File: config.mk
export PLATFORM = sky130hd
export DESIGN_NAME = thermometer_scratchpad_checker_core_flat
export DESIGN_NICKNAME = d
export VERILOG_FILES = /design/src/sv/tsc_pkg.sv /design/src/sv/tsc_if.sv /design/src/sv/tsc_frame.sv /design/src/sv/tsc_out_reg.sv /design/src/sv/thermometer_scratchpad_checker_core.sv /design/src/flat_wrapper.sv
export SDC_FILE = /design/constraint.sdc
export NUM_CORES = 1
export LEC_CHECK = 0
export BUFFER_PORTS_ARGS = -buffer_cell sky130_fd_sc_hd__buf_4
export CAP_MARGIN = 20
export CORE_MARGIN = 2
export CORE_UTILIZATION = 60
export CTS_CLUSTER_SIZE = 25
export DETAILED_ROUTE_END_ITERATION = 10
export GPL_ROUTABILITY_DRIVEN = 0
export GPL_TIMING_DRIVEN = 0
export HOLD_SLACK_MARGIN = 0.15
export MAX_ROUTING_LAYER = met4
export PLACE_DENSITY = 0.83
export SLEW_MARGIN = 40
export SYNTH_ARGS = -nofsm -noshare
export SYNTH_HDL_FRONTEND = slang
export SYNTH_SLANG_ARGS = --single-unit
File: constraint.sdc
create_clock -name i_clk -period 6 [get_ports i_clk]
set_input_delay 0.3 -clock i_clk [delete_from_list [all_inputs] [get_ports i_clk]]
set_output_delay 0.3 -clock i_clk [all_outputs]
set_load 0.005 [all_outputs]
File: src/sv/tsc_pkg.sv
package tsc_pkg;

    // frame layout
    localparam int unsigned FrameLastIndex = 8;
    localparam int unsigned CountWidth     = 4;
    localparam logic [7:0]  CrcPoly        = 8'h8C;

    typedef enum logic [1:0] {
        STATUS_GOOD     = 2'd0,
        STATUS_BAD_CRC  = 2'd1,
        STATUS_ALL_ZERO = 2'd2
    } t_status;

    // one result as it travels from the frame logic to the output register
    typedef struct packed {
        t_status            status;
        logic signed [15:0] temperature;
    } t_result;

    // reflected crc-8, one byte, lsb first
    function automatic logic [7:0] crc8_byte(input logic [7:0] crc_in, input logic [7:0] b_in);
        logic [7:0] crc;
        logic [7:0] b;
        logic       mix;
        crc = crc_in;
        b   = b_in;
        for (int k = 0; k < 8; k++) begin
            mix = crc[0] ^ b[0];
            crc = {1'b0, crc[7:1]};
            if (mix) begin
                crc = crc ^ CrcPoly;
            end
            b = {1'b0, b[7:1]};
        end
        return crc;
    endfunction

endpackage

File: src/sv/tsc_if.sv
// byte channel into the checker
interface tsc_byte_if;
    logic       valid;
    logic       ready;
    logic [7:0] data_byte;

    modport source (output valid, output data_byte, input ready);
    modport sink   (input valid, input data_byte, output ready);
endinterface

// result channel out of the checker
interface tsc_result_if;
    logic               valid;
    logic               ready;
    logic [1:0]         status;
    logic signed [15:0] temperature;

    modport source (output valid, output status, output temperature, input ready);
    modport sink   (input valid, input status, input temperature, output ready);
endinterface

File: src/sv/tsc_frame.sv
module tsc_frame (
    input  logic              i_clk,
    input  logic              i_rst_n,
    input  logic              i_valid,
    input  logic [7:0]        i_byte,
    input  logic              i_out_free,
    output logic              o_take,
    output logic              o_result_valid,
    output tsc_pkg::t_result  o_result
);

    logic [tsc_pkg::CountWidth-1:0] r_count;
    logic [tsc_pkg::CountWidth-1:0] n_count;
    logic [7:0]                     r_crc;
    logic [7:0]                     n_crc;
    logic                           r_seen;
    logic                           n_seen;
    logic [15:0]                    r_temp;
    logic [15:0]                    n_temp;
    logic                           is_last;
    logic                           seen_now;

    // any count of eight or more closes the frame
    assign is_last  = (r_count >= tsc_pkg::CountWidth'(tsc_pkg::FrameLastIndex));
    assign seen_now = r_seen | (i_byte != 8'd0);
    assign o_take   = i_valid && (!is_last || i_out_free);
    assign o_result_valid = o_take && is_last;

    // check on the ninth byte, crc first
    always_comb begin
        if (r_crc != i_byte) begin
            o_result.status      = tsc_pkg::STATUS_BAD_CRC;
            o_result.temperature = '0;
        end else if (!seen_now) begin
            o_result.status      = tsc_pkg::STATUS_ALL_ZERO;
            o_result.temperature = '0;
        end else begin
            o_result.status      = tsc_pkg::STATUS_GOOD;
            o_result.temperature = r_temp;
        end
    end

    // next frame state
    always_comb begin
        n_count = r_count;
        n_crc   = r_crc;
        n_seen  = r_seen;
        n_temp  = r_temp;
        if (o_take) begin
            if (is_last) begin
                n_count = '0;
                n_crc   = '0;
                n_seen  = 1'b0;
            end else begin
                n_count = r_count + 1'b1;
                n_crc   = tsc_pkg::crc8_byte(r_crc, i_byte);
                n_seen  = seen_now;
                if (r_count == '0) begin
                    n_temp = {r_temp[15:8], i_byte};
                end else if (r_count == tsc_pkg::CountWidth'(1)) begin
                    n_temp = {i_byte, r_temp[7:0]};
                end
            end
        end
    end

    // control state
    always_ff @(posedge i_clk) begin
        if (!i_rst_n) begin
            r_count <= '0;
            r_crc   <= '0;
            r_seen  <= 1'b0;
        end else begin
            r_count <= n_count;
            r_crc   <= n_crc;
            r_seen  <= n_seen;
        end
    end

    // captured temperature word
    always_ff @(posedge i_clk) begin
        r_temp <= n_temp;
    end

    a_count_range: assert property (@(posedge i_clk) disable iff (!i_rst_n)
        r_count <= tsc_pkg::CountWidth'(tsc_pkg::FrameLastIndex))
        else $error("byte counter out of range");

    a_frame_restart: assert property (@(posedge i_clk) disable iff (!i_rst_n)
        o_take && is_last |=> (r_count == '0) && (r_crc == 8'd0) && !r_seen)
        else $error("frame state not cleared after ninth byte");

    a_count_step: assert property (@(posedge i_clk) disable iff (!i_rst_n)
        o_take && !is_last |=> r_count == $past(r_count) + 1'b1)
        else $error("byte counter did not advance");

    a_stall_holds: assert property (@(posedge i_clk) disable iff (!i_rst_n)
        !o_take |=> $stable(r_count) && $stable(r_crc))
        else $error("frame state changed without a byte");

endmodule

File: src/sv/tsc_out_reg.sv
module tsc_out_reg (
    input  logic              i_clk,
    input  logic              i_rst_n,
    input  logic              i_load,
    input  tsc_pkg::t_result  i_result,
    input  logic              i_ready,
    output logic              o_free,
    output logic              o_valid,
    output tsc_pkg::t_result  o_result
);

    logic             r_valid;
    logic             n_valid;
    tsc_pkg::t_result r_result;

    // register is free when empty or being emptied
    assign o_free  = !r_valid || i_ready;
    assign n_valid = i_load || (r_valid && !i_ready);

    always_ff @(posedge i_clk) begin
        if (!i_rst_n) begin
            r_valid <= 1'b0;
        end else begin
            r_valid <= n_valid;
        end
    end

    // result payload
    always_ff @(posedge i_clk) begin
        if (i_load) begin
            r_result <= i_result;
        end
    end

    assign o_valid  = r_valid;
    assign o_result = r_result;

endmodule

File: src/sv/thermometer_scratchpad_checker_core.sv
// Scratchpad checker: takes the nine scratchpad bytes of a one-wire
// thermometer, one request per byte, and gives one result on the ninth byte
// with a status (good, crc mismatch, all zero) and the raw signed Q12.4
// temperature, zero unless the status is good. A byte is taken every cycle
// while the frame logic is not stalled; it is held in the input register,
// folded into the frame state by the byte-wide crc step, and its result (if
// any) is loaded into the output register when the frame logic takes it.
// A stalled result register blocks only the ninth byte of the next frame;
// the ready chain from the result side to the byte side is combinational.
module thermometer_scratchpad_checker_core (
    input  logic                i_clk,
    input  logic                i_rst_n,
    tsc_byte_if.sink            i_byte,
    tsc_result_if.source        o_result
);

    logic             r_in_valid;
    logic             n_in_valid;
    logic [7:0]       r_in_byte;
    logic             take;
    logic             out_free;
    logic             res_valid;
    tsc_pkg::t_result res;
    tsc_pkg::t_result out_res;

    // input register
    assign i_byte.ready = !r_in_valid || take;
    assign n_in_valid   = i_byte.valid || (r_in_valid && !take);

    always_ff @(posedge i_clk) begin
        if (!i_rst_n) begin
            r_in_valid <= 1'b0;
        end else begin
            r_in_valid <= n_in_valid;
        end
    end

    always_ff @(posedge i_clk) begin
        if (i_byte.ready) begin
            r_in_byte <= i_byte.data_byte;
        end
    end

    // frame tracking and check
    tsc_frame u_frame (
        .i_clk          (i_clk),
        .i_rst_n        (i_rst_n),
        .i_valid        (r_in_valid),
        .i_byte         (r_in_byte),
        .i_out_free     (out_free),
        .o_take         (take),
        .o_result_valid (res_valid),
        .o_result       (res)
    );

    // result register
    tsc_out_reg u_out (
        .i_clk    (i_clk),
        .i_rst_n  (i_rst_n),
        .i_load   (res_valid),
        .i_result (res),
        .i_ready  (o_result.ready),
        .o_free   (out_free),
        .o_valid  (o_result.valid),
        .o_result (out_res)
    );

    assign o_result.status      = out_res.status;
    assign o_result.temperature = out_res.temperature;

endmodule

File: src/flat_wrapper.sv
// flat-port wrapper written by rule: the top's interface ports become plain ports
module thermometer_scratchpad_checker_core_flat 
  (i_clk, i_rst_n, i_byte_valid, i_byte_data_byte, i_byte_ready, o_result_valid, o_result_status, o_result_temperature, o_result_ready);
  tsc_byte_if i_byte_i ();
  tsc_result_if o_result_i ();
  input  logic i_clk;
  input  logic i_rst_n;
  input wire logic [$bits(i_byte_i.valid)-1:0] i_byte_valid;
  input wire logic [$bits(i_byte_i.data_byte)-1:0] i_byte_data_byte;
  output wire logic [$bits(i_byte_i.ready)-1:0] i_byte_ready;
  output wire logic [$bits(o_result_i.valid)-1:0] o_result_valid;
  output wire logic [$bits(o_result_i.status)-1:0] o_result_status;
  output wire logic [$bits(o_result_i.temperature)-1:0] o_result_temperature;
  input wire logic [$bits(o_result_i.ready)-1:0] o_result_ready;
  assign i_byte_i.valid = i_byte_valid;
  assign i_byte_i.data_byte = i_byte_data_byte;
  assign i_byte_ready = i_byte_i.ready;
  assign o_result_valid = o_result_i.valid;
  assign o_result_status = o_result_i.status;
  assign o_result_temperature = o_result_i.temperature;
  assign o_result_i.ready = o_result_ready;
  thermometer_scratchpad_checker_core u_core (.i_clk(i_clk), .i_rst_n(i_rst_n), .i_byte(i_byte_i), .o_result(o_result_i));
endmodule
==> impl_metrics.ini, run 1 <==
[critical_path]
critical_path.top_delay_family = simple AND/OR/NAND/NOR gates
worstSetupPathType = flip-flop to flip-flop
start_kind = flip-flop
slowest_delay_ns = 0.49
worstPathBufferInverterCount = 1
crit_chain = xor2_2 > nor4_2 > nand4_1 > nor2b_2 > buf_4 > and2_1
end_kind = flip-flop
path_max_fanout = 10
slowest_stage = edfxtp_1
arrival_ns = 2.17
required_ns = 6.20

[final_layout]
regArea_mm2 = 0.001562
num-fill-cells = 225
drive_gt1_share_pct = 26.51
final_cell_mix = 42 x edfxtp_1, 32 x buf_4, 18 x and2_1
multiInputGateArea_um2 = 701.9
antennaDiodeCount = 0
utilization_pct = 77.31
nNetsFinal = 225
layout_commonest_cell = edfxtp_1
area_growth_pct = 24.56

[global_routing]
grt_max_degree = 20
grtUsageTotal_pct = 22.31
grt_overflow = 0
grt_pass1_vias = 1421
grt_pass1_wl_mm = 6.568
antenna_found_initial = 0

[place]
hpwl_mm = 2.610
portBuffers = 31

[timing]
rsz0062_at_grt = no
final.setup.tns_ns = 0
hold_viol_final = 0
period_share_pct = 32.91
period_needed_ns = 1.974
relSlewSlack_pct = 59.28
worstMarginPinSlew_ns = 0.6068
drv_slew = 0
fin_worst_skew_ns = 0.008841
setup_viol = 0
fmax_ghz = 0.5065

[synthesis]
synth_area_mm2 = 0.002272
synth_edf_count = 42
synth-compound-area-share_pct = 4.956
synthSimpleGateAreaFrac_pct = 13.88
synthArstFlopShare_pct = 0
synth_cells = 160
ys_ff_latch = 57
synthAdderAreaFrac_pct = 1.652
synth-xor-area-share_pct = 9.416
synthMuxAreaShare_pct = 0
synth_top_family_by_area = simple AND/OR/NAND/NOR gates
ys.flop_type = edfxtp_1
yosysWarnings = 0
yosysSeqAreaShare_pct = 68.72
ys_types = 34
synth_fp_nets = 175
synth.avg_cell_area_um2 = 14.20

[clock_tree]
cts_setup_buffers = 0
clockBufferDepth = 2
cts_tree = yes
ctsRootBufferMaster = clkbuf_8
cts-resized-gates = 0
ctsHoldBuffers = 7
cts_buffers = 9
path_clk_slew_ns = 0.06
clock_sinks = 57
clkLatencyLatePin_ns = 0.33
htreeDepth = 3

[pwr]
p_int_w = 0.0006719
netSwitchingFraction_pct = 27.18
seqPwrFrac_pct = 49.9
p_comb_share_pct = 18.5
power_density_mw_per_mm2 = 326.1
clkPwrFrac_pct = 31.5
leakagePower_nw = 1.011
peakVddDrop_v = 0.0002308
p_sw_w = 0.0002508

[routing]
finalWirelength_mm = 3.896
drc_errors = 0
drt_first_pass_iters = 4
vias = 1393
ant_nets = 0
wl_per_cell_um = 14.81
routed_via_density = 5.297
dr.first_iter.drc_count = 76

[floorplanning]
die_h_um = 65.54
rows = 22
die_width_um = 65.54
ioPinCount = 32
die_area_mm2 = 0.004295
floorplan.initialDensity_pct = 62.06
core_area_mm2 = 0.003661

[run_status]
status = complete, no violations

[hold_path]
hold_class = input port to flip-flop

[run]
drv_cap = 0
worst min-delay path: stages:
cell and delay, ns:
buf_4 0.11, inv_1 0.05, a21boi_0 0.08
cells by family after synthesis:
| group | count (synthesis) |
|---|---|
| AND/OR/NAND/NOR | 55 |
| buffers and inverters | 7 |
| AO/OA/AOI/OAI | 17 |
| flip-flops | 57 |
| adder cells (fa/ha/maj) | 3 |
| XOR/XNOR | 21 |
stage by stage:
| stage | hold slack (ns) | setup WS [ns] | cells | power [W] | instance area, um^2 |
|---|---|---|---|---|---|
| after floorplan | 0.3989 | 3.992 | 160 | 0.0006000 | 2272 |
| after global placement | 0.4591 | 3.728 | 239 | 0.0006226 | 2565 |
| after detailed placement | 0.4729 | 4.052 | 239 | 0.0006320 | 2574 |
| after CTS | 0.1527 | 4.006 | 262 | 0.0009243 | 2806 |
| after global routing | 0.2614 | 3.842 | 263 | 0.0009638 | 2830 |
| final | 0.2586 | 4.026 | 263 | 0.0009228 | 2830 |
final timing paths:
check	cells past startpoint	slack (ns)	startpoint	end
setup / recovery	6	4.03	u_core.r_in_byte[1]	u_core.u_out.o_result[10]
hold / removal	3	0.26	i_byte_valid	u_core.r_in_valid
setup reg to reg	6	4.03	u_core.r_in_byte[1]	u_core.u_out.o_result[10]
hold reg to reg	2	0.48	u_core.u_frame.r_crc[2]	u_core.u_frame.r_crc[2]
sequential cells by signal, indices dropped and copies added, names as in the netlist:
signal,flops
u_core.r_in_valid,1
u_core.u_out.o_valid,1
u_core.r_in_byte,8
u_core.u_frame.r_crc,8
u_core.u_frame.r_seen,1
u_core.u_frame.r_temp,16
u_core.u_out.o_result,18
u_core.u_frame.r_count,4
power by group through the flow:
stage                     logic [W]  clock network [W]  registers, W
after detailed placement   0.000163                  0      0.000469
after global placement     0.000155                  0      0.000468
after global routing       0.000187           0.000314      0.000463
after CTS                  0.000170           0.000294      0.000461
final                      0.000171           0.000291      0.000461
after floorplan            0.000135                  0      0.000465
cell usage after synthesis, types with 2 or more instances:
| cell type | count | share of area, % |
|---|---|---|
| nor3_1 | 2 | 0.44 |
| nand2_1 | 6 | 0.99 |
| a22oi_1 | 3 | 0.99 |
| inv_1 | 4 | 0.66 |
| nand3_1 | 5 | 1.1 |
| edfxtp_1 | 42 | 56 |
| nor2_1 | 8 | 1.3 |
| nand2b_1 | 2 | 0.55 |
| xor2_2 | 2 | 1.4 |
| o21ai_0 | 2 | 0.44 |
| nor2b_1 | 5 | 1.4 |
| dfxtp_1 | 15 | 13 |
| nand4_1 | 2 | 0.55 |
| xnor2_2 | 2 | 1.4 |
| a21boi_0 | 4 | 1.3 |
| xor2_1 | 9 | 3.5 |
| ha_1 | 3 | 1.7 |
| xnor2_1 | 8 | 3.1 |
| o21ai_1 | 4 | 0.88 |
| and2_1 | 18 | 5.0 |
routing by layer:
layer  vias up  track usage [%]  routed length [um]
met3        11            6.164                 227
met1       667            25.24                1515
met4         0            11.98                 117
li1        664                -                   -
met2        51            36.22                2035
met5         -                -                   0
cell type report:
cell class	instances	area share (%)
Multi-Input combinational cell	96	24.80
Clock buffer	10	4.509
Inverter	4	0.5305
Clock inverter	6	1.238
Sequential cell	57	55.17
Timing Repair Buffer	39	11.05
Tap cell	48	2.122
Buffer	3	0.5747
(Power assumes the default switching activity.)
==> run 2, diff against run 1 <==
Settings changed: CORE_UTILIZATION 60 to 50, PLACE_DENSITY 0.83 to 0.74.
Clock period 6 ns to 1.6 ns, I/O delays scaled along.
==> run 2 against run 1 <==
Effect of this change:
- the flow now finishes with violations (setup timing)
- core utilization decreased by 4.0 points
- register-to-register slack got worse by 4.2 ns
- clock power grew to 4.4 times the previous value
- non-clock buffer count rose by 19
- sequential power rose to 3.8 times the previous value
- global-route usage is 2.2 points lower
- cell count increased by 8.7%
- wire length up 20%
- first-iteration DRC count up 47%
==> impl_metrics.ini, run 2 (synthesis gave the netlist of run 1 again) <==
[global_routing]
grt_overflow = 0
grt_pass1_wl_mm = 7.217
grt_pass1_vias = 1519
antenna_found_initial = 0
grt_max_degree = 20
grtUsageTotal_pct = 20.07

[clock_tree]
path_clk_slew_ns = 0.07
clkLatencyLatePin_ns = 0.33
ctsRootBufferMaster = clkbuf_8
clock_sinks = 57
cts_buffers = 9
htreeDepth = 3
clockBufferDepth = 2
cts_tree = yes

[floorplanning]
rows = 24
die_width_um = 71.41
die_area_mm2 = 0.005099
core_area_mm2 = 0.004354
ioPinCount = 32
floorplan.initialDensity_pct = 52.18
die_h_um = 71.41

[hold_path]
hold_class = input port to flip-flop

[critical_path]
start_kind = flip-flop
arrival_ns = 2.00
end_kind = flip-flop
required_ns = 1.80
path_max_fanout = 5
worstSetupPathType = flip-flop to flip-flop

[place]
hpwl_mm = 2.743
dp.cells = 243
portBuffers = 31

[timing]
hold_viol_final = 0
final.setup.tns_ns = -3.615
setup_viol = 23
period_share_pct = 112.1
fin_worst_skew_ns = 0.007271
worstMarginPinSlew_ns = 0.5546
worst_slack_ns = -0.1933
drv_slew = 0
rsz0062_at_grt = yes
relSlewSlack_pct = 62.94
fmax_ghz = 0.5576
period_needed_ns = 1.793

[pwr]
peakVddDrop_v = 0.0009939
leakagePower_nw = 1.168
power_density_mw_per_mm2 = 1260

[final_layout]
nNetsFinal = 244
final_cell_mix = 43 x buf_4, 42 x edfxtp_1, 13 x and2_1, 13 x dfxtp_1, 11 x dlygate4sd3_1
stdcell_count = 286
area_growth_pct = 40.47
antennaDiodeCount = 0
layout_commonest_cell = buf_4
drive_gt1_share_pct = 38.89
largest_register_ffs = 18

[routing]
drt_first_pass_iters = 4
drc_errors = 0
finalWirelength_mm = 4.670
vias = 1461
wl_per_cell_um = 16.33
routed_via_density = 5.108
dr.first_iter.drc_count = 112
ant_nets = 0

[run_status]
violations = setup timing
status = finished, violations left

[run]
drv_cap = 0
run 2: final cells by class:
type / instances / area, um^2
clock inverter: 7 / 61.31
tap: 52 / 65.06
inverter: 4 / 15.01
clock buffer: 9 / 123.9
buffer: 3 / 22.52
timing repair buffer: 58 / 486.7
fill: 256 / 1162
multi-input combinational: 96 / 853.3
sequential: 57 / 1564
run 2: routing by layer:
layer	GRT usage [%]	part of all wire (%)
met5	-	0
met4	7.338	1.1
met3	8.439	6.2
met2	34.05	54
met1	20.80	39
run 2: critical path: stages (launching register included):
cell and delay (ns):
edfxtp_1 0.44, xor2_2 0.21, nor4_2 0.27, nand4_1 0.23
nor2b_4 0.25, buf_6 0.14, and2_1 0.11
run 2: power by group:
group / internal [W] / switching (W) / leakage (nW)
sequential: 0.00166 / 0.0000920 / 0.480
combinational: 0.000514 / 0.000477 / 0.591
clock: 0.000701 / 0.000576 / 0.0962
total: 0.00288 / 0.00115 / 1.17
run 2: what timing repair did:
item                       4_1_cts  5_1_grt
gates resized for setup         17       13
hold buffers                    11        0
setup buffers                   14        2
setup endpoints to repair       49       65
pin swaps                       14        8
gates cloned                     1        0
hold endpoints to repair        17        0
run 2: stage by stage:
| step | power, W | setup WS, ns | util, % | hold WS, ns | instance area [um^2] |
|---|---|---|---|---|---|
| 6_report | 0.004022 | -0.1933 | 73.30 | 0.3772 | 3192 |
| 5_1_grt | 0.004182 | -0.3253 | 73.30 | 0.3949 | 3192 |
| 4_1_cts | 0.003842 | -0.1845 | 71.72 | 0.3414 | 3123 |
| 3_5_place_dp | 0.002371 | -0.3231 | 59.68 | 0.2596 | 2599 |
| 3_3_place_gp | 0.002352 | -0.2722 | 59.68 | 0.2582 | 2599 |
| 2_1_floorplan | 0.002261 | -0.008487 | - | 0.1789 | 2301 |
run 2: worst paths after layout:
path,cells past startpoint,startpoint,endpoint,slack (ns)
setup / recovery,6,u_core.r_in_byte[2],u_core.u_out.o_result[6],-0.19
hold / removal,5,o_result_ready,u_core.u_frame.r_seen,0.38
setup reg to reg,6,u_core.r_in_byte[2],u_core.u_out.o_result[6],-0.19
hold reg to reg,2,u_core.u_frame.r_count[1],u_core.u_frame.r_count[1],0.51
